`src/hw/rtl/vfm_pkg.sv`:
```
// Types, constants and face tables shared by the voxel face mesher.
`timescale 1ns / 1ps
`default_nettype none
package vfm_pkg;

  localparam int ChunkSizeDef  = 16;
  localparam int QueueDepthDef = 2;
  localparam int NumFaces      = 6;

  typedef enum logic [0:0] {
    RegTexturesOn     = 1'b0,
    RegMultiTextureOn = 1'b1
  } reg_idx_e;

  typedef enum logic [2:0] {
    FacePosZ = 3'd0,
    FaceNegZ = 3'd1,
    FaceNegX = 3'd2,
    FacePosX = 3'd3,
    FaceNegY = 3'd4,
    FacePosY = 3'd5
  } face_e;

  typedef struct packed {
    logic textures_on;
    logic multi_texture_on;
  } cfg_t;

  typedef struct packed {
    logic [3:0]  vx;
    logic [3:0]  vy;
    logic [3:0]  vz;
    logic [26:0] nb;
    logic [23:0] rgb;
    logic [2:0]  tile_x;
    logic [2:0]  tile_y;
    logic [5:0]  open;
  } job_t;

  typedef struct packed {
    logic [4:0]  corner_x;
    logic [4:0]  corner_y;
    logic [4:0]  corner_z;
    logic [17:0] fixed_pos;
    logic [23:0] shade_color;
    logic [7:0]  shading;
    logic [2:0]  face;
    logic [7:0]  ao_u;
    logic [7:0]  ao_v;
    logic [3:0]  tex_u;
    logic [3:0]  tex_v;
    logic        last;
  } vert_t;

  localparam logic [7:0] HealthLimit = 8'd100;
  localparam logic [3:0] TexFull     = 4'd8;
  localparam logic [3:0] AoFar       = 4'hf;

  localparam logic signed [1:0] P1 = 2'sb01;
  localparam logic signed [1:0] Z0 = 2'sb00;
  localparam logic signed [1:0] M1 = 2'sb11;

  // Per face: base offset, normal, u axis, v axis (x, y, z each).
  localparam logic signed [1:0] FaceGeom [NumFaces][12] = '{
    '{P1, Z0, P1,  Z0, Z0, P1,  M1, Z0, Z0,  Z0, P1, Z0},
    '{Z0, Z0, Z0,  Z0, Z0, M1,  P1, Z0, Z0,  Z0, P1, Z0},
    '{Z0, P1, Z0,  M1, Z0, Z0,  Z0, Z0, P1,  Z0, M1, Z0},
    '{P1, Z0, Z0,  P1, Z0, Z0,  Z0, Z0, P1,  Z0, P1, Z0},
    '{Z0, Z0, Z0,  Z0, M1, Z0,  Z0, Z0, P1,  P1, Z0, Z0},
    '{P1, P1, Z0,  Z0, P1, Z0,  Z0, Z0, P1,  M1, Z0, Z0}
  };

  // Neighbourhood bit of the cell in front of each face.
  localparam logic [4:0] NormalBit [NumFaces] = '{5'd22, 5'd4, 5'd12, 5'd14, 5'd10, 5'd16};

  localparam logic [7:0] FaceShade [NumFaces] = '{8'd0, 8'd220, 8'd0, 8'd0, 8'd255, 8'd0};

endpackage
`default_nettype wire

```
`src/hw/rtl/vfm_ifs.sv`:
```
// Valid/ready channel interfaces for voxel words and vertex words.
`timescale 1ns / 1ps
`default_nettype none
interface vfm_vox_if;
  logic        valid;
  logic        ready;
  logic [3:0]  voxel_x;
  logic [3:0]  voxel_y;
  logic [3:0]  voxel_z;
  logic [26:0] neighbourhood;
  logic [31:0] voxel_color;

  modport source (output valid, voxel_x, voxel_y, voxel_z, neighbourhood, voxel_color,
                  input ready);
  modport sink (input valid, voxel_x, voxel_y, voxel_z, neighbourhood, voxel_color,
                output ready);
endinterface

interface vfm_vert_if;
  logic        valid;
  logic        ready;
  logic [4:0]  corner_x;
  logic [4:0]  corner_y;
  logic [4:0]  corner_z;
  logic [17:0] fixed_pos;
  logic [23:0] shade_color;
  logic [7:0]  shading;
  logic [2:0]  face;
  logic [7:0]  ao_u;
  logic [7:0]  ao_v;
  logic [3:0]  tex_u;
  logic [3:0]  tex_v;
  logic        last;

  modport source (output valid, corner_x, corner_y, corner_z, fixed_pos, shade_color,
                  shading, face, ao_u, ao_v, tex_u, tex_v, last, input ready);
  modport sink (input valid, corner_x, corner_y, corner_z, fixed_pos, shade_color,
                shading, face, ao_u, ao_v, tex_u, tex_v, last, output ready);
endinterface
`default_nettype wire

```
`src/hw/rtl/vfm_front.sv`:
```
// Front end: accepts voxel words, culls them and builds a face job.
`timescale 1ns / 1ps
`default_nettype none
module vfm_front #(
  parameter int ChunkSize = vfm_pkg::ChunkSizeDef
) (
  vfm_vox_if.sink         vox,
  input  logic            full_i,
  output logic            push_o,
  output vfm_pkg::job_t   job_o
);

  logic       in_chunk;
  logic [1:0] blue_q4;
  logic [5:0] open;
  logic [23:0] rgb;

  always_comb begin
    for (int f = 0; f < vfm_pkg::NumFaces; f++) begin
      open[f] = ~vox.neighbourhood[vfm_pkg::NormalBit[f]];
    end
  end

  assign in_chunk = ({1'b0, vox.voxel_x} < 5'(ChunkSize)) &&
                    ({1'b0, vox.voxel_y} < 5'(ChunkSize)) &&
                    ({1'b0, vox.voxel_z} < 5'(ChunkSize));

  assign blue_q4 = vox.voxel_color[23:22];

  // Damaged voxels get every color channel halved.
  assign rgb = (vox.voxel_color[31:24] < vfm_pkg::HealthLimit) ?
               {1'b0, vox.voxel_color[23:17], 1'b0, vox.voxel_color[15:9],
                1'b0, vox.voxel_color[7:1]} :
               vox.voxel_color[23:0];

  assign vox.ready = ~full_i;
  assign push_o    = vox.valid && ~full_i && in_chunk && vox.neighbourhood[13] && (|open);

  always_comb begin
    job_o.vx     = vox.voxel_x;
    job_o.vy     = vox.voxel_y;
    job_o.vz     = vox.voxel_z;
    job_o.nb     = vox.neighbourhood;
    job_o.rgb    = rgb;
    job_o.tile_x = {blue_q4[0], vox.voxel_color[7:6]};
    job_o.tile_y = {blue_q4[1], vox.voxel_color[15:14]};
    job_o.open   = open;
  end

endmodule
`default_nettype wire

```
`src/hw/rtl/vfm_queue.sv`:
```
// Short job queue between the front end and the vertex generator.
`timescale 1ns / 1ps
`default_nettype none
module vfm_queue #(
  parameter int Depth = vfm_pkg::QueueDepthDef
) (
  input  logic          clk_i,
  input  logic          rst_ni,
  input  logic          push_i,
  input  vfm_pkg::job_t wdata_i,
  output logic          full_o,
  output logic          valid_o,
  output vfm_pkg::job_t rdata_o,
  input  logic          pop_i
);

  localparam int PtrW = (Depth > 1) ? $clog2(Depth) : 1;
  localparam int CntW = $clog2(Depth + 1);

  vfm_pkg::job_t mem_q [Depth];
  logic [PtrW-1:0] wr_q, wr_d, rd_q, rd_d;
  logic [CntW-1:0] cnt_q, cnt_d;
  logic            pop;

  assign full_o  = (cnt_q == CntW'(Depth));
  assign valid_o = (cnt_q != '0);
  assign rdata_o = mem_q[rd_q];
  assign pop     = pop_i && valid_o;

  always_comb begin
    wr_d  = wr_q;
    rd_d  = rd_q;
    cnt_d = cnt_q;
    if (push_i) begin
      wr_d = (wr_q == PtrW'(Depth - 1)) ? '0 : wr_q + 1'b1;
    end
    if (pop) begin
      rd_d = (rd_q == PtrW'(Depth - 1)) ? '0 : rd_q + 1'b1;
    end
    if (push_i && !pop) begin
      cnt_d = cnt_q + 1'b1;
    end else if (!push_i && pop) begin
      cnt_d = cnt_q - 1'b1;
    end
  end

  always_ff @(posedge clk_i or negedge rst_ni) begin
    if (!rst_ni) begin
      wr_q  <= '0;
      rd_q  <= '0;
      cnt_q <= '0;
    end else begin
      wr_q  <= wr_d;
      rd_q  <= rd_d;
      cnt_q <= cnt_d;
    end
  end

  always_ff @(posedge clk_i) begin
    if (push_i) begin
      mem_q[wr_q] <= wdata_i;
    end
  end

endmodule
`default_nettype wire

```
`src/hw/rtl/vfm_back.sv`:
```
// Back end: walks the open faces of a job and emits one vertex word per cycle while the sink is ready.
`timescale 1ns / 1ps
`default_nettype none
module vfm_back (
  input  logic           clk_i,
  input  logic           rst_ni,
  input  vfm_pkg::cfg_t  cfg_i,
  input  logic           job_valid_i,
  input  vfm_pkg::job_t  job_i,
  output logic           pop_o,
  vfm_vert_if.source     vert
);

  function automatic logic [4:0] corner_axis(logic [3:0] vc, logic signed [1:0] b,
                                             logic signed [1:0] u, logic signed [1:0] w,
                                             logic du, logic dv);
    logic [5:0] s;
    s = {2'b00, vc} + {{4{b[1]}}, b} + (du ? {{4{u[1]}}, u} : 6'd0) +
        (dv ? {{4{w[1]}}, w} : 6'd0);
    return s[4:0];
  endfunction

  function automatic logic [5:0] fixed_axis(logic [3:0] vc, logic signed [1:0] b,
                                            logic signed [1:0] u, logic signed [1:0] w);
    logic [6:0] s;
    s = {2'b00, vc, 1'b0} + {{4{b[1]}}, b, 1'b0} + {{5{u[1]}}, u} + {{5{w[1]}}, w};
    return s[5:0];
  endfunction

  function automatic logic cell_at(logic [26:0] nb, logic [2:0] dx, logic [2:0] dy,
                                   logic [2:0] dz);
    logic signed [6:0] idx;
    idx = {{4{dx[2]}}, dx} + 7'd1 + 7'd3 * ({{4{dy[2]}}, dy} + 7'd1) +
          7'd9 * ({{4{dz[2]}}, dz} + 7'd1);
    if (idx < 7'sd0 || idx > 7'sd26) begin
      return 1'b0;
    end
    return nb[idx[4:0]];
  endfunction

  vfm_pkg::job_t  job_q, job_d;
  vfm_pkg::vert_t out_q, out_d, vert_c;
  logic [5:0]     rem_q, rem_d;
  logic [1:0]     k_q, k_d;
  logic           act_q, act_d;
  logic           out_valid_q, out_valid_d;
  logic           adv;
  logic [5:0]     low_bit, rem_left;
  logic [2:0]     fidx;
  logic signed [1:0] g [12];
  logic [2:0]     n3 [3];
  logic [2:0]     u3 [3];
  logic [2:0]     w3 [3];
  logic [7:0]     ao_id;
  logic           du, dv;

  assign low_bit  = rem_q & (~rem_q + 6'd1);
  assign rem_left = rem_q & ~low_bit;
  assign du       = k_q[0];
  assign dv       = k_q[1];

  always_comb begin
    fidx = vfm_pkg::FacePosZ;
    for (int i = 0; i < vfm_pkg::NumFaces; i++) begin
      if (low_bit[i]) begin
        fidx = 3'(i);
      end
    end
  end

  always_comb begin
    g = vfm_pkg::FaceGeom[fidx];
    for (int a = 0; a < 3; a++) begin
      n3[a] = {g[3+a][1], g[3+a]};
      u3[a] = {g[6+a][1], g[6+a]};
      w3[a] = {g[9+a][1], g[9+a]};
    end
  end

  // Occlusion mask of the eight cells around the cell in front of the face.
  always_comb begin
    ao_id[0] = cell_at(job_q.nb, n3[0] - u3[0], n3[1] - u3[1], n3[2] - u3[2]);
    ao_id[1] = cell_at(job_q.nb, n3[0] + u3[0], n3[1] + u3[1], n3[2] + u3[2]);
    ao_id[2] = cell_at(job_q.nb, n3[0] - w3[0], n3[1] - w3[1], n3[2] - w3[2]);
    ao_id[3] = cell_at(job_q.nb, n3[0] + w3[0], n3[1] + w3[1], n3[2] + w3[2]);
    ao_id[4] = cell_at(job_q.nb, n3[0] - u3[0] + w3[0], n3[1] - u3[1] + w3[1],
                       n3[2] - u3[2] + w3[2]);
    ao_id[5] = cell_at(job_q.nb, n3[0] - u3[0] - w3[0], n3[1] - u3[1] - w3[1],
                       n3[2] - u3[2] - w3[2]);
    ao_id[6] = cell_at(job_q.nb, n3[0] + u3[0] + w3[0], n3[1] + u3[1] + w3[1],
                       n3[2] + u3[2] + w3[2]);
    ao_id[7] = cell_at(job_q.nb, n3[0] + u3[0] - w3[0], n3[1] + u3[1] - w3[1],
                       n3[2] + u3[2] - w3[2]);
  end

  always_comb begin
    vert_c.corner_x    = corner_axis(job_q.vx, g[0], g[6], g[9], du, dv);
    vert_c.corner_y    = corner_axis(job_q.vy, g[1], g[7], g[10], du, dv);
    vert_c.corner_z    = corner_axis(job_q.vz, g[2], g[8], g[11], du, dv);
    vert_c.fixed_pos   = {fixed_axis(job_q.vz, g[2], g[8], g[11]),
                          fixed_axis(job_q.vy, g[1], g[7], g[10]),
                          fixed_axis(job_q.vx, g[0], g[6], g[9])};
    vert_c.shade_color = job_q.rgb;
    vert_c.shading     = vfm_pkg::FaceShade[fidx];
    vert_c.face        = fidx;
    vert_c.ao_u        = {ao_id[3:0], du ? vfm_pkg::AoFar : 4'd0};
    vert_c.ao_v        = {ao_id[7:4], dv ? vfm_pkg::AoFar : 4'd0};
    vert_c.tex_u       = 4'd0;
    vert_c.tex_v       = 4'd0;
    if (cfg_i.textures_on) begin
      if (cfg_i.multi_texture_on) begin
        vert_c.tex_u = {1'b0, job_q.tile_x} + (dv ? 4'd0 : 4'd1);
        vert_c.tex_v = {1'b0, job_q.tile_y} + {3'b000, du};
      end else begin
        vert_c.tex_u = dv ? 4'd0 : vfm_pkg::TexFull;
        vert_c.tex_v = du ? vfm_pkg::TexFull : 4'd0;
      end
    end
    vert_c.last        = (k_q == 2'd3) && (rem_left == 6'd0);
  end

  assign adv = ~out_valid_q | vert.ready;

  always_comb begin
    job_d       = job_q;
    out_d       = out_q;
    rem_d       = rem_q;
    k_d         = k_q;
    act_d       = act_q;
    out_valid_d = out_valid_q;
    pop_o       = 1'b0;
    if (adv) begin
      out_valid_d = act_q;
      if (act_q) begin
        out_d = vert_c;
        if (k_q == 2'd3) begin
          k_d   = 2'd0;
          rem_d = rem_left;
          act_d = (rem_left != 6'd0);
        end else begin
          k_d = k_q + 2'd1;
        end
      end
    end
    if (!act_d && job_valid_i) begin
      job_d = job_i;
      rem_d = job_i.open;
      k_d   = 2'd0;
      act_d = 1'b1;
      pop_o = 1'b1;
    end
  end

  always_ff @(posedge clk_i or negedge rst_ni) begin
    if (!rst_ni) begin
      rem_q       <= '0;
      k_q         <= '0;
      act_q       <= 1'b0;
      out_valid_q <= 1'b0;
    end else begin
      rem_q       <= rem_d;
      k_q         <= k_d;
      act_q       <= act_d;
      out_valid_q <= out_valid_d;
    end
  end

  always_ff @(posedge clk_i) begin
    job_q <= job_d;
    out_q <= out_d;
  end

  assign vert.valid       = out_valid_q;
  assign vert.corner_x    = out_q.corner_x;
  assign vert.corner_y    = out_q.corner_y;
  assign vert.corner_z    = out_q.corner_z;
  assign vert.fixed_pos   = out_q.fixed_pos;
  assign vert.shade_color = out_q.shade_color;
  assign vert.shading     = out_q.shading;
  assign vert.face        = out_q.face;
  assign vert.ao_u        = out_q.ao_u;
  assign vert.ao_v        = out_q.ao_v;
  assign vert.tex_u       = out_q.tex_u;
  assign vert.tex_v       = out_q.tex_v;
  assign vert.last        = out_q.last;

endmodule
`default_nettype wire

```
`src/hw/rtl/voxel_face_mesher_with_ao.sv`:
```
// Top level of the voxel face mesher with ambient occlusion.
`timescale 1ns / 1ps
`default_nettype none
// The first vertex word of a voxel passes through the job queue, the generator's job register
// and its output register. The vertex generator emits one word per cycle while the sink is
// ready; a voxel with n open faces gives 4n words (24 at most), and a voxel with no open
// face is culled. Voxel words are accepted every cycle while the two-entry job queue has room.
// Reset clears both texture registers, the queue and the generator; no clearing pass.
module voxel_face_mesher_with_ao #(
  parameter int ChunkSize  = vfm_pkg::ChunkSizeDef,
  parameter int QueueDepth = vfm_pkg::QueueDepthDef
) (
  input  logic       clk_i,
  input  logic       rst_ni,
  input  logic       cfg_we_i,
  input  logic [0:0] cfg_idx_i,
  input  logic [0:0] cfg_data_i,
  vfm_vox_if.sink    vox_i,
  vfm_vert_if.source vert_o
);

  vfm_pkg::cfg_t cfg_q, cfg_d;
  vfm_pkg::job_t push_job, head_job;
  logic          push, full, head_valid, pop;

  always_comb begin
    cfg_d = cfg_q;
    if (cfg_we_i) begin
      unique case (vfm_pkg::reg_idx_e'(cfg_idx_i))
        vfm_pkg::RegTexturesOn:     cfg_d.textures_on      = cfg_data_i[0];
        vfm_pkg::RegMultiTextureOn: cfg_d.multi_texture_on = cfg_data_i[0];
      endcase
    end
  end

  always_ff @(posedge clk_i or negedge rst_ni) begin
    if (!rst_ni) begin
      cfg_q <= '0;
    end else begin
      cfg_q <= cfg_d;
    end
  end

  vfm_front #(
    .ChunkSize(ChunkSize)
  ) u_front (
    .vox    (vox_i),
    .full_i (full),
    .push_o (push),
    .job_o  (push_job)
  );

  vfm_queue #(
    .Depth(QueueDepth)
  ) u_queue (
    .clk_i   (clk_i),
    .rst_ni  (rst_ni),
    .push_i  (push),
    .wdata_i (push_job),
    .full_o  (full),
    .valid_o (head_valid),
    .rdata_o (head_job),
    .pop_i   (pop)
  );

  vfm_back u_back (
    .clk_i       (clk_i),
    .rst_ni      (rst_ni),
    .cfg_i       (cfg_q),
    .job_valid_i (head_valid),
    .job_i       (head_job),
    .pop_o       (pop),
    .vert        (vert_o)
  );

endmodule
`default_nettype wire

```
`src/flat_wrapper.sv`:
```
// flat-port wrapper written by rule: the top's interface ports become plain ports
module voxel_face_mesher_with_ao_flat 
#(
  parameter int ChunkSize  = vfm_pkg::ChunkSizeDef,
  parameter int QueueDepth = vfm_pkg::QueueDepthDef
)
  (clk_i, rst_ni, cfg_we_i, cfg_idx_i, cfg_data_i, vox_i_valid, vox_i_voxel_x, vox_i_voxel_y, vox_i_voxel_z, vox_i_neighbourhood, vox_i_voxel_color, vox_i_ready, vert_o_valid, vert_o_corner_x, vert_o_corner_y, vert_o_corner_z, vert_o_fixed_pos, vert_o_shade_color, vert_o_shading, vert_o_face, vert_o_ao_u, vert_o_ao_v, vert_o_tex_u, vert_o_tex_v, vert_o_last, vert_o_ready);
  vfm_vox_if vox_i_i ();
  vfm_vert_if vert_o_i ();
  input  logic clk_i;
  input  logic rst_ni;
  input  logic cfg_we_i;
  input  logic [0:0] cfg_idx_i;
  input  logic [0:0] cfg_data_i;
  input wire logic [$bits(vox_i_i.valid)-1:0] vox_i_valid;
  input wire logic [$bits(vox_i_i.voxel_x)-1:0] vox_i_voxel_x;
  input wire logic [$bits(vox_i_i.voxel_y)-1:0] vox_i_voxel_y;
  input wire logic [$bits(vox_i_i.voxel_z)-1:0] vox_i_voxel_z;
  input wire logic [$bits(vox_i_i.neighbourhood)-1:0] vox_i_neighbourhood;
  input wire logic [$bits(vox_i_i.voxel_color)-1:0] vox_i_voxel_color;
  output wire logic [$bits(vox_i_i.ready)-1:0] vox_i_ready;
  output wire logic [$bits(vert_o_i.valid)-1:0] vert_o_valid;
  output wire logic [$bits(vert_o_i.corner_x)-1:0] vert_o_corner_x;
  output wire logic [$bits(vert_o_i.corner_y)-1:0] vert_o_corner_y;
  output wire logic [$bits(vert_o_i.corner_z)-1:0] vert_o_corner_z;
  output wire logic [$bits(vert_o_i.fixed_pos)-1:0] vert_o_fixed_pos;
  output wire logic [$bits(vert_o_i.shade_color)-1:0] vert_o_shade_color;
  output wire logic [$bits(vert_o_i.shading)-1:0] vert_o_shading;
  output wire logic [$bits(vert_o_i.face)-1:0] vert_o_face;
  output wire logic [$bits(vert_o_i.ao_u)-1:0] vert_o_ao_u;
  output wire logic [$bits(vert_o_i.ao_v)-1:0] vert_o_ao_v;
  output wire logic [$bits(vert_o_i.tex_u)-1:0] vert_o_tex_u;
  output wire logic [$bits(vert_o_i.tex_v)-1:0] vert_o_tex_v;
  output wire logic [$bits(vert_o_i.last)-1:0] vert_o_last;
  input wire logic [$bits(vert_o_i.ready)-1:0] vert_o_ready;
  assign vox_i_i.valid = vox_i_valid;
  assign vox_i_i.voxel_x = vox_i_voxel_x;
  assign vox_i_i.voxel_y = vox_i_voxel_y;
  assign vox_i_i.voxel_z = vox_i_voxel_z;
  assign vox_i_i.neighbourhood = vox_i_neighbourhood;
  assign vox_i_i.voxel_color = vox_i_voxel_color;
  assign vox_i_ready = vox_i_i.ready;
  assign vert_o_valid = vert_o_i.valid;
  assign vert_o_corner_x = vert_o_i.corner_x;
  assign vert_o_corner_y = vert_o_i.corner_y;
  assign vert_o_corner_z = vert_o_i.corner_z;
  assign vert_o_fixed_pos = vert_o_i.fixed_pos;
  assign vert_o_shade_color = vert_o_i.shade_color;
  assign vert_o_shading = vert_o_i.shading;
  assign vert_o_face = vert_o_i.face;
  assign vert_o_ao_u = vert_o_i.ao_u;
  assign vert_o_ao_v = vert_o_i.ao_v;
  assign vert_o_tex_u = vert_o_i.tex_u;
  assign vert_o_tex_v = vert_o_i.tex_v;
  assign vert_o_last = vert_o_i.last;
  assign vert_o_i.ready = vert_o_ready;
  voxel_face_mesher_with_ao #(.ChunkSize(ChunkSize), .QueueDepth(QueueDepth)) u_core (.clk_i(clk_i), .rst_ni(rst_ni), .cfg_we_i(cfg_we_i), .cfg_idx_i(cfg_idx_i), .cfg_data_i(cfg_data_i), .vox_i(vox_i_i), .vert_o(vert_o_i));
endmodule
```
`config.mk`:
```
export PLATFORM = sky130hd
export DESIGN_NAME = voxel_face_mesher_with_ao_flat
export DESIGN_NICKNAME = d
export VERILOG_FILES = /design/src/hw/rtl/vfm_pkg.sv /design/src/hw/rtl/vfm_ifs.sv /design/src/hw/rtl/vfm_front.sv /design/src/hw/rtl/vfm_queue.sv /design/src/hw/rtl/vfm_back.sv /design/src/hw/rtl/voxel_face_mesher_with_ao.sv /design/src/flat_wrapper.sv
export SDC_FILE = /design/constraint.sdc
export NUM_CORES = 1
export LEC_CHECK = 0
export BUFFER_PORTS_ARGS = -buffer_cell sky130_fd_sc_hd__buf_2
export CELL_PAD_IN_SITES_DETAIL_PLACEMENT = 1
export CELL_PAD_IN_SITES_GLOBAL_PLACEMENT = 2
export CORE_MARGIN = 1.5
export CORE_UTILIZATION = 39
export DETAILED_ROUTE_END_ITERATION = 10
export GPL_ROUTABILITY_DRIVEN = 0
export MAX_ROUTING_LAYER = met4
export PLACE_DENSITY = 0.74
export SYNTH_ARGS = -nofsm -noshare
export SYNTH_HDL_FRONTEND = slang
export SYNTH_HIERARCHICAL = 1
export SYNTH_SLANG_ARGS = --single-unit
```
`constraint.sdc`:
```
create_clock -name clk_i -period 7 [get_ports clk_i]
set_clock_uncertainty 0.1 [all_clocks]
set_input_delay 1.4 -clock clk_i [delete_from_list [all_inputs] [get_ports clk_i]]
set_output_delay 1.4 -clock clk_i [all_outputs]
set_load 0.05 [all_outputs]
```
Word level (Yosys, flattened, before mapping). Memories as Yosys holds them, arrays and structs flattened. A register that Yosys moved wholly into a read port is not among the register bits. Cells that the tools add are included.

Bits in registers: 170. Bits in writable memories: 150. Memories: 3. Output and inout bits: 95. Bits in read-only memories: 256.

Memory list: (no name shown) (words 8, width 24, read ports 1, clocked after memory_dff 0, wr ports 0, RTL line vfm_back.sv:72) `g = vfm_pkg::FaceGeom[fidx];`; u_core.u_queue.mem_q (words 2, width 75, read ports 1, clocked after memory_dff 0, wr ports 1, RTL line vfm_queue.sv:20) `vfm_pkg::job_t mem_q [Depth];`; (no name shown) (words 8, width 8, read ports 1, clocked after memory_dff 1, wr ports 0, RTL line vfm_back.sv:104) `vert_c.shading = vfm_pkg::FaceShade[fidx];`.

Multiply operators: 16. Multiplexer cells: 79. Eq/ne operators: 2. $lt $le $gt $ge: 26. $add $sub $neg: 90. Reduce and logical (&&, ||, !) cells: 32. Bitwise operators: 15.

Operators by type and width (count): $add 7x7->7 (16); $add 3x2->4 const B (24); $mux 24 (3); $gt 7x6->1 const B (8); $lt 7x1->1 const B (8); $mul 3x4->7 const A (8); $mul 5x4->7 const A (8); $lt 5x6->1 const B (8); $mux 1 (43); $bmux 1 s5 (8); $add 6x6->6 (6); $add 5x5->5 (6); $mux 5 (6); $mux 6 (4); $add 2x2->3 (6); $add 3x3->3 (6); $add 6x3->6 (3); $sub 2x2->3 (6); $sub 3x3->3 (6); $mux 4 (4); $add 5x2->5 (3); $mux 2 (7); $and 6x6->6 (2); $not 6->6 (2); other kinds (22) (59).

Logic depth before layout (Yosys ltp). Gate-level depths: netlist (run 1).

Depth after elaboration: 22. Gate-level depth with buffers: 29.

Modules after synthesis. Netlist (run 1), hierarchy kept.

By module, submodules not included: vfm_back (sequential area each 4754.6 um^2, area an instance 11667.4 um^2, cells an instance 887, instances 1); vfm_queue (sequential area each 4604.4 um^2, area an instance 5755.5 um^2, cells an instance 249, instances 1); vfm_front (sequential area each 0.0 um^2, area an instance 694.4 um^2, cells an instance 84, instances 1); voxel_face_mesher_with_ao (sequential area each 50.0 um^2, area an instance 86.3 um^2, cells an instance 6, instances 1).

Least setup slack after synthesis (run 1). OpenSTA, ideal clock, no wires.

Kind: register to register. From: register u_core.u_back.rem_q[3]. To: register u_core.u_back.out_q (netlist bit u_core/u_back/vert.ao_v[6]), data pin. Buffers on the path: 2. Path slack: 0.107 ns. Setup time: 0.261 ns. Cell stages (with the launch flop): 25. Arrival time: 6.532 ns. Cells stage by stage: dfrtp_1 buf_6 or4_4 nor3b_4 inv_2 buf_6 o21ai_0 inv_1 ha_1 and2_1 inv_1 fa_1 fa_1 xnor2_1 xnor2_1 ha_1 inv_1 fa_1 inv_1 ha_1 fa_1 ha_1 fa_1 mux4_2 a21boi_0.

Word-level cells in the longest chain between the ends: 20.

Ends and longest elaborated chain: from (decl) (RTL line vfm_back.sv:43) `logic [5:0] rem_q, rem_d;`; from (signal assigned) (RTL line vfm_back.sv:161) `rem_q <= rem_d;`; $not 6->6 (RTL line vfm_back.sv:57) `assign low_bit = rem_q & (~rem_q + 6'd1);`; $add 6x1->6 (RTL line vfm_back.sv:57); $and 6x6->6 * (RTL line vfm_back.sv:57); $mux 3 (2 in series) (RTL line vfm_back.sv:65) `if (low_bit[i]) begin`; $mux 3 * (RTL line vfm_back.sv:65); net u_core.u_back.fidx[0] (RTL line vfm_back.sv:49) `logic [2:0] fidx;`; $not 3->4 (not written as such) * (RTL line vfm_back.sv:72); $mem_v2 8x24 *; [... 4 more ...]; $add 3x2->4 (RTL line vfm_back.sv:33) `idx = {{4{dx[2]}}, dx} + 7'd1 + 7'd3 * ({{4{dy[2]}}, dy} + 7'd1) +`; $mul 3x4->7 (RTL line vfm_back.sv:33); $add 7x7->7 (RTL line vfm_back.sv:33); $add 7x7->7 * (RTL line vfm_back.sv:33); $lt 7x1->1 or $gt 7x6->1 (tied branches) (RTL line vfm_back.sv:35) `if (idx < 7'sd0 || idx > 7'sd26) begin`; $logic_or 1x1->1 (RTL line vfm_back.sv:35); $mux 1 (RTL line vfm_back.sv:35); $mux 1 * (RTL line vfm_back.sv:38) `return nb[idx[4:0]];`; to (signal assigned) (RTL line vfm_back.sv:170) `out_q <= out_d;`; to (decl) (RTL line vfm_back.sv:42) `vfm_pkg::vert_t out_q, out_d, vert_c;`.

Mark *: on every way through the listed nets, which the timed path passes. The rest lies on a longest branch. The select of a mux whose other input is x is not followed. A chain may end at the register's enable or synchronous reset.

Final worst setup path (run 1).
From: register u_core.u_back.rem_q[0]. To: register u_core.u_back.out_q (netlist bit u_core/u_back/vert.ao_v[6]), data pin.

Word-level cells in the longest chain between the ends: 22.

Ends and longest elaborated chain (RTL line): $not 6->6 * (vfm_back.sv:57); $add 6x1->6 * (vfm_back.sv:57); $and 6x6->6 * (vfm_back.sv:57); $mux 1 (vfm_back.sv:65); $mux 2 (vfm_back.sv:65); $mux 3 (2 in series) (vfm_back.sv:65); $mux 3 * (vfm_back.sv:65); net u_core.u_back.fidx[0] (vfm_back.sv:49); [... 6 more ...]; $add 3x2->4 (vfm_back.sv:33); $mul 3x4->7 (vfm_back.sv:33); $add 7x7->7 (vfm_back.sv:33); $add 7x7->7 * (vfm_back.sv:33); $lt 7x1->1 or $gt 7x6->1 (tied branches) (vfm_back.sv:35); $logic_or 1x1->1 (vfm_back.sv:35); $mux 1 (vfm_back.sv:35); $mux 1 * (vfm_back.sv:38).

Marks and branches as above.

==> summary.txt, run 1 <==
Worst setup path
  • Worst Path Arrival: 6.88 ns
  • Critical path startpoint category: flip-flop
  • Crit Path Class: flip-flop to flip-flop
  • Required time at the endpoint of the critical path: 7.20 ns
  • Setup crit end kind: flip-flop
  • CP max FO: 5

Global routing
  • All-layer global routing usage: 0.177
  • Number of global-route vias before repair: 11.1k
  • Overflow after GRT: 0
  • Pin count of the biggest net entering global routing: 76
  • Global-route wire length before repair: around 63,000 um
  • Initial antenna violation count: 16

Detailed routing
  • Post-DRT Antenna Nets: 0
  • DR iter-0 viols: 350
  • Via count of the routed design: 9,927
  • Number of iterations in the first detailed-routing pass: 4
  • Via density per instance: roughly 4.8
  • Routed wire length per instance: 19.2 um
  • Residual DRC count: 0
  • Final wirelength: about 39,000 um

Status
  • Result of the run: finished clean

Job
  • Count of maximum capacitance violations: 0

Synth
  • Share of flip-flops with an asynchronous set or reset after synthesis: 0.0506
  • Most used DFF post-synth: sky130_fd_sc_hd__edfxtp_1
  • Number of warning messages in the yosys log: 6
  • Cell type with the highest aggregate area in the netlist: sky130_fd_sc_hd__edfxtp_1
  • Combined area of all synthesized cells: around 18,000 sq um
  • Sequential share of the synthesized area: 0.517
  • Synthesized instance count: 1,226
  • Top cell type's share of synthesized area: 0.495
  • Number of distinct standard cells referenced by the synthesized netlist: 69
  • Leading cell types by total area after synthesis: sky130_fd_sc_hd__edfxtp_1 (49%), sky130_fd_sc_hd__ha_1 (11%), sky130_fd_sc_hd__fa_1 (7.6%)
  • Mapped Avg Cell Area: approximately 15 sq um
  • Number of synthesized flops with an enable pin: 300
  • Total of flip-flops plus latches after synthesis: around 320

Clock tree
  • TritonCTS buffer count: 36
  • CTS H-tree depth: 2
  • Clk Tree Root Cell: sky130_fd_sc_hd__clkbuf_16
  • Maximum number of buffers from clock root to sink: 3
  • CTS tree: yes
  • Clk slew on worst S/H paths: around 0.060 ns
  • Clk Latency, worst-skew pair: 0.55 ns
  • Sink count of the clock tree: 316

STA
  • Unrepaired setup endpoints after global routing: false
  • Finish-stage setup viols: 0
  • Max-slew headroom: 0.242
  • Minimum period implied by the final worst setup slack: 6.68 ns
  • Final number of hold-violating endpoints: 0
  • Max Slew Vio Count: 0
  • Tightest Pin Transition: 1.14 ns
  • Setup TNS: 0 ns
  • Peak Freq: 150 MHz
  • Final period util: 0.954

Worst hold path
  • Min-delay worst type: flip-flop to flip-flop

Die
  • Top-level I/O count: 173
  • Die area: 48,000 sq um
  • Std-Cell Core Area: around 46,000 sq um
  • Chip height: 219 um
  • Row count: 78
  • Die span in x: 219 um
  • Starting Density: 0.399

Placed design
  • DP Area: 19,500 sq um
  • Number of port buffers: 170
  • HPWL reported at the end of detailed placement: a little under 30,000 um

Finish
  • Filler cell count in the final layout: 4,628
  • Most frequent cells in the layout: sky130_fd_sc_hd__edfxtp_1 (300), sky130_fd_sc_hd__buf_2 (170), sky130_fd_sc_hd__ha_1 (158)
  • Most common library cell in the layout ignoring fill and taps: sky130_fd_sc_hd__edfxtp_1
  • Cell area after layout: 20,700 sq um
  • Total Nets Final: 1,713
  • Layout cell share with drive strength beyond 1: 0.278
  • Synthesis-to-layout area growth: 13.9%
## metrics by stage
step / hold WS [ns] / instances / setup WS [ns] / util
final: 0.320 / 2051 / 0.319 / 0.454
after global placement: 0.304 / 1968 / 0.322 / 0.427
after detailed placement: 0.306 / 1968 / 0.241 / 0.427
after floorplan: 0.300 / 1260 / 0.107 / -
after global routing: 0.329 / 2050 / 0.00218 / 0.454
after CTS: 0.321 / 2033 / 0.241 / 0.453
## layout make-up
| class | count | area (sq um) | area share |
|---|---|---|---|
| Sequential cell | 316 | 9410 | 0.454 |
| Timing Repair Buffer | 193 | 1020 | 0.0494 |
| Clock buffer | 45 | 976 | 0.0471 |
| Antenna cell | 17 | 42.5 | 0.00205 |
| Multi-Input combinational cell | 720 | 7810 | 0.377 |
| Clock inverter | 20 | 194 | 0.00935 |
| Inverter | 140 | 526 | 0.0253 |
| Tap cell | 600 | 751 | 0.0362 |
## kinds of logic (layout without fill, tap and decap cells)
logic type / after synthesis / in the layout / share of synthesized area
flops: 316 / 316 / 0.517
compound gates: 95 / 95 / 0.0373
other cells: 2 / 53 / 0.000413
buf+inv: 224 / 398 / 0.0619
mux: 145 / 145 / 0.115
simple gates: 121 / 121 / 0.0337
xor+xnor: 94 / 94 / 0.0489
fa+ha+maj: 229 / 229 / 0.186
## path summary, 6_finish.rpt
kind | startpoint | slack, ns | end | cells after the start
max | u_core/u_back/rem_q[0] | 0.32 | u_core/u_back/vert.ao_v[6] | 22
min | u_core/u_back/job_q[17] | 0.32 | u_core/u_back/vert.shade_color[5] | 0
max reg2reg | u_core/u_back/rem_q[0] | 0.32 | u_core/u_back/vert.ao_v[6] | 22
min reg2reg | u_core/u_back/job_q[17] | 0.32 | u_core/u_back/vert.shade_color[5] | 0
max in group asynchronous | rst_ni | 5.83 | u_core/u_queue/rd_q | 1
min in group asynchronous | rst_ni | 0.66 | u_core/u_queue/wr_q | 1
## cells in the mapped netlist (7+ instances only)
| library cell | instances |
|---|---|
| sky130_fd_sc_hd__nand2b_1 | 7 |
| sky130_fd_sc_hd__nand3_1 | 10 |
| sky130_fd_sc_hd__ha_1 | 159 |
| sky130_fd_sc_hd__mux4_2 | 29 |
| sky130_fd_sc_hd__buf_6 | 8 |
| sky130_fd_sc_hd__and3_1 | 10 |
| sky130_fd_sc_hd__a21oi_1 | 23 |
| sky130_fd_sc_hd__fa_1 | 69 |
| sky130_fd_sc_hd__a21o_1 | 17 |
| sky130_fd_sc_hd__mux2_4 | 41 |
| sky130_fd_sc_hd__inv_1 | 137 |
| sky130_fd_sc_hd__buf_4 | 58 |
| sky130_fd_sc_hd__mux2_2 | 59 |
| sky130_fd_sc_hd__edfxtp_1 | 300 |
| sky130_fd_sc_hd__and2_1 | 7 |
| sky130_fd_sc_hd__xnor2_1 | 70 |
| sky130_fd_sc_hd__o21ai_0 | 16 |
| sky130_fd_sc_hd__buf_2 | 7 |
| sky130_fd_sc_hd__nor2b_1 | 7 |
| sky130_fd_sc_hd__mux2i_1 | 14 |
| sky130_fd_sc_hd__dfrtp_1 | 16 |
| sky130_fd_sc_hd__nor2_1 | 25 |
| sky130_fd_sc_hd__xor2_1 | 19 |
| sky130_fd_sc_hd__nand2_1 | 38 |
| sky130_fd_sc_hd__a211oi_1 | 7 |
| sky130_fd_sc_hd__clkbuf_1 | 10 |
## metal layers
layer,GRT usage,routed length [um]
met4,0.0484,764
met2,0.296,19900
met3,0.0466,2390
met1,0.212,16400
met5,-,0
## sequential cells by signal, indices dropped and copies added, names as in the netlist, 2 cells and up
signal / flops
u_core/u_back/vert.shade_color: 24
u_core/cfg_q: 2
u_core/u_back/job_q: 69
u_core/u_back/vert.fixed_pos: 18
u_core/u_back/vert.ao_u: 5
u_core/u_queue/cnt_q: 2
u_core/u_back/vert.corner_z: 5
u_core/u_back/k_q: 2
u_core/u_back/vert.ao_v: 5
u_core/u_back/vert.shading: 2
u_core/u_back/vert.tex_v: 4
u_core/u_back/rem_q: 6
u_core/u_back/vert.corner_y: 5
u_core/u_queue/mem_q: 150
u_core/u_back/vert.tex_u: 4
u_core/u_back/vert.face: 3
u_core/u_back/vert.corner_x: 5
## worst max-delay path, cell delays in order (launching register included)
cell and delay, ns:
sky130_fd_sc_hd__dfrtp_1 0.37, sky130_fd_sc_hd__or4_4 0.60, sky130_fd_sc_hd__nor3b_4 0.22, sky130_fd_sc_hd__inv_2 0.05
sky130_fd_sc_hd__o21ai_0 0.12, sky130_fd_sc_hd__inv_1 0.11, sky130_fd_sc_hd__ha_1 0.22, sky130_fd_sc_hd__and2_1 0.15
sky130_fd_sc_hd__inv_1 0.12, sky130_fd_sc_hd__fa_2 0.50, sky130_fd_sc_hd__fa_1 0.45, sky130_fd_sc_hd__xnor2_1 0.15
sky130_fd_sc_hd__xnor2_1 0.24, sky130_fd_sc_hd__ha_2 0.28, sky130_fd_sc_hd__inv_1 0.07, sky130_fd_sc_hd__fa_1 0.35
sky130_fd_sc_hd__inv_1 0.07, sky130_fd_sc_hd__ha_1 0.23, sky130_fd_sc_hd__fa_1 0.45, sky130_fd_sc_hd__ha_1 0.35
sky130_fd_sc_hd__fa_1 0.59, sky130_fd_sc_hd__mux4_2 0.51, sky130_fd_sc_hd__a21boi_0 0.14
## repair_timing
item                                    in CTS  in global routing
hold buffers                                 0                  0
endpoints found under the hold margin        0                  0
gates resized for setup                      0                  3
buffers inserted                             0                  1
endpoints found under the setup margin       0                  2
Power of run 1 is not shown: default switching activity piles up to over one toggle a cycle in this logic, so the estimate is an artifact.
==> run 2, diff against run 1 <==
- ABC_CLOCK_PERIOD_IN_PS: unset -> 7000
- SYNTH_HIERARCHICAL: 1 -> unset
==> run 2 against run 1 <==
Die area is 1.5% lower. Hold slack worse by 0.0015 ns. Register-to-register slack better by 0.50 ns. Area after synthesis is 1.6% lower. Non-clock buffer count is 2 lower. First-iteration DRC count is 22% higher. Sequential share of layout area is 0.12 points higher. Setup slack better by 0.50 ns. Critical path depth stayed put. Wire length is 2.7% higher. Synthesized cell count is 0.41% higher.
==> summary.txt, run 2 <==
Clock tree
  • Clk Latency, worst-skew pair: 0.54 ns
  • Sink count of the clock tree: 316
  • Post-cts resize count: 0
  • Maximum number of buffers from clock root to sink: 3
  • Clk slew on worst S/H paths: ~0.07 ns
  • TritonCTS buffer count: 36
  • CTS tree: yes
  • CTS H-tree depth: 2
  • Number of buffers added to fix hold violations after cts: 0
  • Buffers inserted by post-CTS timing repair: 0
  • Clk Tree Root Cell: sky130_fd_sc_hd__clkbuf_16

Synth
  • Cell type with the highest aggregate area in the netlist: sky130_fd_sc_hd__edfxtp_1
  • Most used standard cell by instance count after synthesis: sky130_fd_sc_hd__edfxtp_1
  • Mapped Avg Cell Area: 14.6 sq um
  • Dominant combinational cell family by area after synthesis: adder cells
  • Post-Synth XOR/XNOR Area: 0.0446
  • Multiplexer share of the synthesized area: 0.126
  • Leading cell types by total area after synthesis: sky130_fd_sc_hd__edfxtp_1 (50%), sky130_fd_sc_hd__ha_1 (11%), sky130_fd_sc_hd__fa_1 (6.5%)
  • Share of flip-flops with an asynchronous set or reset after synthesis: 0.0506
  • Number of distinct standard cells referenced by the synthesized netlist: 63
  • Combined area of all synthesized cells: 17,900 sq um
  • Post-Synth Simple-Gate Area: 0.0381
  • Adder and majority cell fraction of the synthesized area: 0.179
  • Total of flip-flops plus latches after synthesis: 316
  • Synthesized instance count: 1,231
  • Number of warning messages in the yosys log: 0
  • Top cell type's share of synthesized area: 0.503
  • Number of synthesized flops with an enable pin: 300
  • Synth cell count leaders: sky130_fd_sc_hd__edfxtp_1 (300), sky130_fd_sc_hd__ha_1 (163), sky130_fd_sc_hd__inv_1 (138)
  • Compound-Gate Fraction of Synth Area: 0.0434
  • Sequential share of the synthesized area: 0.525
  • Most used DFF post-synth: sky130_fd_sc_hd__edfxtp_1

Placed design
  • Number of port buffers: 170
  • HPWL reported at the end of detailed placement: 30,200 um

STA
  • Minimum period implied by the final worst setup slack: 6.18 ns
  • Setup TNS: 0 ns
  • Final period util: 0.883
  • Max Slew Vio Count: 0
  • Peak Freq: 162 MHz
  • Unrepaired setup endpoints after global routing: false
  • Max-slew headroom: 0.232
  • Final number of hold-violating endpoints: 0
  • Tightest Pin Transition: 1.15 ns
  • Finish-stage setup viols: 0

Global routing
  • Global-route wire length before repair: 64,300 um
  • All-layer global routing usage: 0.184
  • Number of global-route vias before repair: 11.3k
  • Overflow after GRT: 0
  • Pin count of the biggest net entering global routing: 77
  • Initial antenna violation count: 4

Worst setup path
  • Crit Path Class: flip-flop to flip-flop
  • Number of cell instances on the worst register-to-register path: 22
  • Setup crit end kind: flip-flop
  • CP max FO: 11
  • Endpoint of the most critical register-to-register path: u_core.u_back.vert.ao_v[4]
  • Required time at the endpoint of the critical path: 7.29 ns
  • Worst Path Arrival: between 6 and 7 ns
  • Critical path startpoint category: flip-flop
  • Worst reg2reg path startpoint: u_core.u_back.rem_q[2]
  • Register-to-register path setup slack: 0.82 ns

Die
  • Die span in x: 217 um
  • Chip height: 217 um
  • Std-Cell Core Area: 45,400 sq um
  • Die area: between 40,000 and 50,000 sq um
  • Row count: 78
  • Starting Density: 0.395
  • Top-level I/O count: approximately 170

Finish
  • Most common library cell in the layout ignoring fill and taps: sky130_fd_sc_hd__edfxtp_1
  • Utilization of the core after routing: 0.456
  • Total Nets Final: 1,730
  • Most frequent cells in the layout: sky130_fd_sc_hd__edfxtp_1 (300), sky130_fd_sc_hd__buf_2 (170), sky130_fd_sc_hd__ha_1 (163)
  • Layout cell share with drive strength beyond 1: 0.269
  • Synthesis-to-layout area growth: 15.4%
  • Register containing the most flip-flops in the final layout: u_core.u_queue.mem_q
  • Flip-flop count of the largest register after layout: 150
  • Filler cell count in the final layout: 4,646

Detailed routing
  • Via count of the routed design: 10.3k
  • Routed wire length per instance: between 15 and 20 um
  • Number of iterations in the first detailed-routing pass: 4
  • Final wirelength: 40,600 um
  • Residual DRC count: 0
  • Post-DRT Antenna Nets: 0
  • Via density per instance: 4.98
  • DR iter-0 viols: 427

Job
  • Count of maximum capacitance violations: 0

Worst hold path
  • Hold path depth: 0
  • Min-delay worst type: flip-flop to flip-flop
  • End of the worst hold path: u_core.u_back.vert.shade_color[21]
  • Worst Hold Launch: u_core.u_back.job_q[33]

Status
  • Result of the run: finished clean
[run 2: changes by cell type after synthesis, moves of 12 or more]
cell,previous run,this run
sky130_fd_sc_hd__mux2_4,41,0
sky130_fd_sc_hd__mux4_2,29,41
sky130_fd_sc_hd__buf_4,58,12
sky130_fd_sc_hd__mux2i_1,14,29
sky130_fd_sc_hd__mux2_2,59,93
[run 2: worst max-delay path, stage by stage (launching register included)]
cell and delay, ns:
sky130_fd_sc_hd__dfrtp_1 0.49, sky130_fd_sc_hd__nor3_1 0.29, sky130_fd_sc_hd__and3_1 0.22, sky130_fd_sc_hd__inv_1 0.05
sky130_fd_sc_hd__o21ai_0 0.13, sky130_fd_sc_hd__inv_1 0.11, sky130_fd_sc_hd__ha_1 0.21, sky130_fd_sc_hd__inv_1 0.16
sky130_fd_sc_hd__ha_1 0.36, sky130_fd_sc_hd__fa_1 0.46, sky130_fd_sc_hd__xnor2_1 0.16, sky130_fd_sc_hd__xnor2_1 0.38
sky130_fd_sc_hd__nor2_1 0.19, sky130_fd_sc_hd__fa_1 0.41, sky130_fd_sc_hd__ha_1 0.30, sky130_fd_sc_hd__fa_1 0.46
sky130_fd_sc_hd__ha_1 0.35, sky130_fd_sc_hd__ha_1 0.30, sky130_fd_sc_hd__a21o_1 0.18, sky130_fd_sc_hd__a21oi_1 0.17
sky130_fd_sc_hd__xnor2_1 0.09, sky130_fd_sc_hd__or3_1 0.31, sky130_fd_sc_hd__a21oi_1 0.17
[run 2: per-layer routing]
metal | track usage | vias to the layer above | wire length [um]
met5 | - | - | 0
met2 | 0.313 | 199 | 20400
met1 | 0.218 | 5163 | 17300
li1 | - | 4847 | -
met4 | 0.0428 | 0 | 612
met3 | 0.0461 | 52 | 2210
[run 2: how the worst max path moves through the flow]
stage	slack, ns	cells after the start	end	from
after detailed placement	0.84	22	u_core.u_back.vert.ao_v[4]	u_core.u_back.rem_q[2]
after global routing	0.39	24	u_core.u_back.vert.ao_v[5]	u_core.u_back.rem_q[2]
after floorplan	0.09	26	u_core.u_back.vert.ao_v[4]	u_core.u_back.rem_q[0]
final	0.82	22	u_core.u_back.vert.ao_v[4]	u_core.u_back.rem_q[2]
after global placement	0.91	22	u_core.u_back.vert.ao_v[4]	u_core.u_back.rem_q[2]
after CTS	0.81	22	u_core.u_back.vert.ao_v[4]	u_core.u_back.rem_q[2]
[run 2: cell families after synthesis]
| kind of cell | count (synthesis) |
|---|---|
| and+or+nand+nor | 139 |
| buffers and inverters | 184 |
| DFF | 316 |
| xor gates and xnor gates | 88 |
| other | 2 |
| muxes | 163 |
| AOI/OAI and AO/OA | 117 |
| adders and majority gates | 222 |
[run 2: layout make-up]
cell class | count | area (sq um) | share of cell area
Sequential cell | 316 | 9410 | 0.455
Clock buffer | 39 | 912 | 0.0441
Clock inverter | 24 | 241 | 0.0117
Timing Repair Buffer | 191 | 1010 | 0.0488
Tap cell | 600 | 751 | 0.0363
Antenna cell | 4 | 10.0 | 0.000484
Multi-Input combinational cell | 747 | 7820 | 0.378
Inverter | 139 | 526 | 0.0254
[run 2: through the flow]
stage	setup slack (ns)	hold slack, ns	std cells	instance area, sq um
floorplan	0.0861	0.300	1247	18000
global placement	0.910	0.302	1993	19500
detailed placement	0.841	0.306	1993	19500
CTS	0.806	0.321	2056	20700
global route	0.391	0.328	2060	20700
finish	0.817	0.318	2060	20700
Power of run 2 is left out for the same reason.
==> run 3, diff against run 2 <==
- ABC_CLOCK_PERIOD_IN_PS: 7000 -> unset
- CORE_ASPECT_RATIO: unset -> 1.25
==> run 3 against run 2 <==
Design area decreased by 0.18%. Via count decreased by 0.38%. Wire length increased by 1.6%. Final cell count decreased by 0.83%. Largest cell class unchanged. Global-route usage increased by 0.16 points. Non-clock buffer count unchanged.
==> summary.txt, run 3 (synthesis gave the netlist of run 2 again) <==
Status
  • Result of the run: finished clean

Detailed routing
  • Number of iterations in the first detailed-routing pass: 4
  • Final wirelength: a little over 40,000 um
  • Post-DRT Antenna Nets: 0
  • Routed wire length per instance: 20.2 um
  • Residual DRC count: 0
  • Via density per instance: 5.00
  • DR iter-0 viols: 447
  • Via count of the routed design: ~10k

STA
  • Unrepaired setup endpoints after global routing: false
  • Final number of hold-violating endpoints: 0
  • Final setup margin: 0.755 ns
  • Minimum period implied by the final worst setup slack: about 6.2 ns
  • Tightest Pin Transition: 0.986 ns
  • Peak Freq: 160 MHz
  • Max Slew Vio Count: 0
  • Max-slew headroom: 0.343
  • Setup TNS: 0 ns
  • Final period util: 0.892
  • Finish-stage setup viols: 0

Clock tree
  • CTS tree: yes
  • Post-cts resize count: 0
  • Maximum number of buffers from clock root to sink: 3
  • Sink count of the clock tree: 316
  • Clk Tree Root Cell: sky130_fd_sc_hd__clkbuf_16
  • CTS H-tree depth: 2
  • TritonCTS buffer count: 35
  • Clk slew on worst S/H paths: 0.06 ns
  • Clk Latency, worst-skew pair: 0.55 ns
  • Number of buffers added to fix hold violations after cts: 0
  • Buffers inserted by post-CTS timing repair: 0

Die
  • Starting Density: 0.396
  • Chip height: 243 um
  • Top-level I/O count: 173
  • Die span in x: 195 um
  • Die area: between 40,000 and 50,000 sq um
  • Std-Cell Core Area: 45,300 sq um
  • Row count: 87

Placed design
  • DP Area: between 15,000 and 20,000 sq um
  • Setup slack at placement: ~0.73 ns
  • HPWL reported at the end of detailed placement: ~31,000 um
  • Number of port buffers: 170

Worst setup path
  • Worst reg2reg path startpoint: u_core.u_back.rem_q[2]
  • Critical path startpoint category: flip-flop
  • Register-to-register path setup slack: roughly 0.76 ns
  • Setup crit end kind: flip-flop
  • CP max FO: 14
  • Worst Path Arrival: 6.47 ns
  • Number of cell instances on the worst register-to-register path: 21
  • Endpoint of the most critical register-to-register path: u_core.u_back.vert.ao_v[5]
  • Crit Path Class: flip-flop to flip-flop
  • Required time at the endpoint of the critical path: 7.22 ns

Finish
  • Utilization of the core after routing: 0.456
  • Most frequent cells in the layout: sky130_fd_sc_hd__edfxtp_1 (300), sky130_fd_sc_hd__buf_2 (170), sky130_fd_sc_hd__ha_1 (163)
  • Flip-flop count of the largest register after layout: 150
  • Layout cell share with drive strength beyond 1: 0.269
  • Most common library cell in the layout ignoring fill and taps: sky130_fd_sc_hd__edfxtp_1
  • Register containing the most flip-flops in the final layout: u_core.u_queue.mem_q
  • Cell area after layout: 20,600 sq um
  • Total Nets Final: 1,729
  • Synthesis-to-layout area growth: 15.2%

Global routing
  • Busiest metal layer after global routing: met2
  • Initial antenna violation count: 11
  • Met2 Usage GRT: 0.320
  • Met1 Resource Use GR: 0.214
  • Overflow after GRT: 0
  • Pin count of the biggest net entering global routing: between 50 and 60
  • All-layer global routing usage: 0.185
  • Global-route wire length before repair: 64,900 um
  • GRT met3 Usage: 0.0417
  • Number of global-route vias before repair: approximately 11k

Worst hold path
  • Min-delay worst type: flip-flop to flip-flop
  • End of the worst hold path: u_core.u_back.vert.shade_color[18]
  • Worst Hold Launch: u_core.u_back.job_q[30]
  • Hold path depth: 0

Job
  • Count of maximum capacitance violations: 0
-- run 3: changes by cell type in the layout (fill, tap and decap cells not counted) --
cell / previous run / this run
sky130_fd_sc_hd__inv_4: 1 / 0
sky130_fd_sc_hd__clkbuf_16: 36 / 35
sky130_fd_sc_hd__inv_16: 0 / 1
sky130_fd_sc_hd__inv_6: 3 / 1
sky130_fd_sc_hd__clkinv_2: 9 / 6
sky130_fd_sc_hd__clkbuf_8: 0 / 3
sky130_fd_sc_hd__clkinv_1: 6 / 4
sky130_fd_sc_hd__clkinv_8: 1 / 2
sky130_fd_sc_hd__diode_2: 4 / 11
sky130_fd_sc_hd__clkinvlp_4: 1 / 4
sky130_fd_sc_hd__bufinv_16: 4 / 2
sky130_fd_sc_hd__clkbuf_1: 3 / 4
-- run 3: worst max-delay path: stages (launching register included) --
cell                      delay [ns]
sky130_fd_sc_hd__dfrtp_1        0.48
sky130_fd_sc_hd__nor4_1         0.32
sky130_fd_sc_hd__buf_4          0.18
sky130_fd_sc_hd__o21ai_1        0.07
sky130_fd_sc_hd__inv_1          0.24
sky130_fd_sc_hd__nor2_1         0.08
sky130_fd_sc_hd__buf_4          0.17
sky130_fd_sc_hd__ha_1           0.29
sky130_fd_sc_hd__inv_1          0.07
sky130_fd_sc_hd__fa_1           0.71
sky130_fd_sc_hd__ha_1           0.42
sky130_fd_sc_hd__inv_1          0.07
sky130_fd_sc_hd__ha_1           0.33
sky130_fd_sc_hd__fa_1           0.54
sky130_fd_sc_hd__inv_1          0.06
sky130_fd_sc_hd__fa_1           0.48
sky130_fd_sc_hd__ha_1           0.35
sky130_fd_sc_hd__a21o_1         0.18
sky130_fd_sc_hd__a41oi_1        0.19
sky130_fd_sc_hd__xnor2_1        0.11
sky130_fd_sc_hd__xor2_1         0.15
sky130_fd_sc_hd__nor4_1         0.39
-- run 3: worst max path at each step --
stage / to / slack, ns / startpoint
after floorplan: u_core.u_back.vert.ao_v[4] / 0.09 / u_core.u_back.rem_q[0]
after CTS: u_core.u_back.vert.ao_v[5] / 0.67 / u_core.u_back.rem_q[2]
final: u_core.u_back.vert.ao_v[5] / 0.76 / u_core.u_back.rem_q[2]
after global placement: u_core.u_back.vert.ao_v[5] / 0.73 / u_core.u_back.rem_q[2]
after detailed placement: u_core.u_back.vert.ao_v[5] / 0.73 / u_core.u_back.rem_q[2]
after global routing: u_core.u_back.vert.ao_v[5] / 0.31 / u_core.u_back.rem_q[2]
-- run 3: per-stage QoR --
step | cells | hold slack (ns)
after CTS | 2032 | 0.317
after detailed placement | 1971 | 0.307
after global routing | 2043 | 0.319
after floorplan | 1247 | 0.300
final | 2043 | 0.321
after global placement | 1971 | 0.303
-- run 3: final cells by class --
class / instances / area, sq um
clock inverters: 19 / 195
clock buffers: 42 / 932
fillers: 4632 / 24600
multi-input cells: 747 / 7820
diodes: 11 / 27.5
repair buffers: 191 / 1010
flip-flops and latches: 316 / 9410
inverters: 139 / 524
well taps: 578 / 723
-- run 3: metal layers --
metal	share of wire	up-vias	wire length (um)
met1	0.41	5128	16900
met3	0.050	48	2050
li1	-	4858	-
met5	0	-	0
met4	0.019	0	799
met2	0.52	188	21400
Power of run 3 is left out for the same reason.
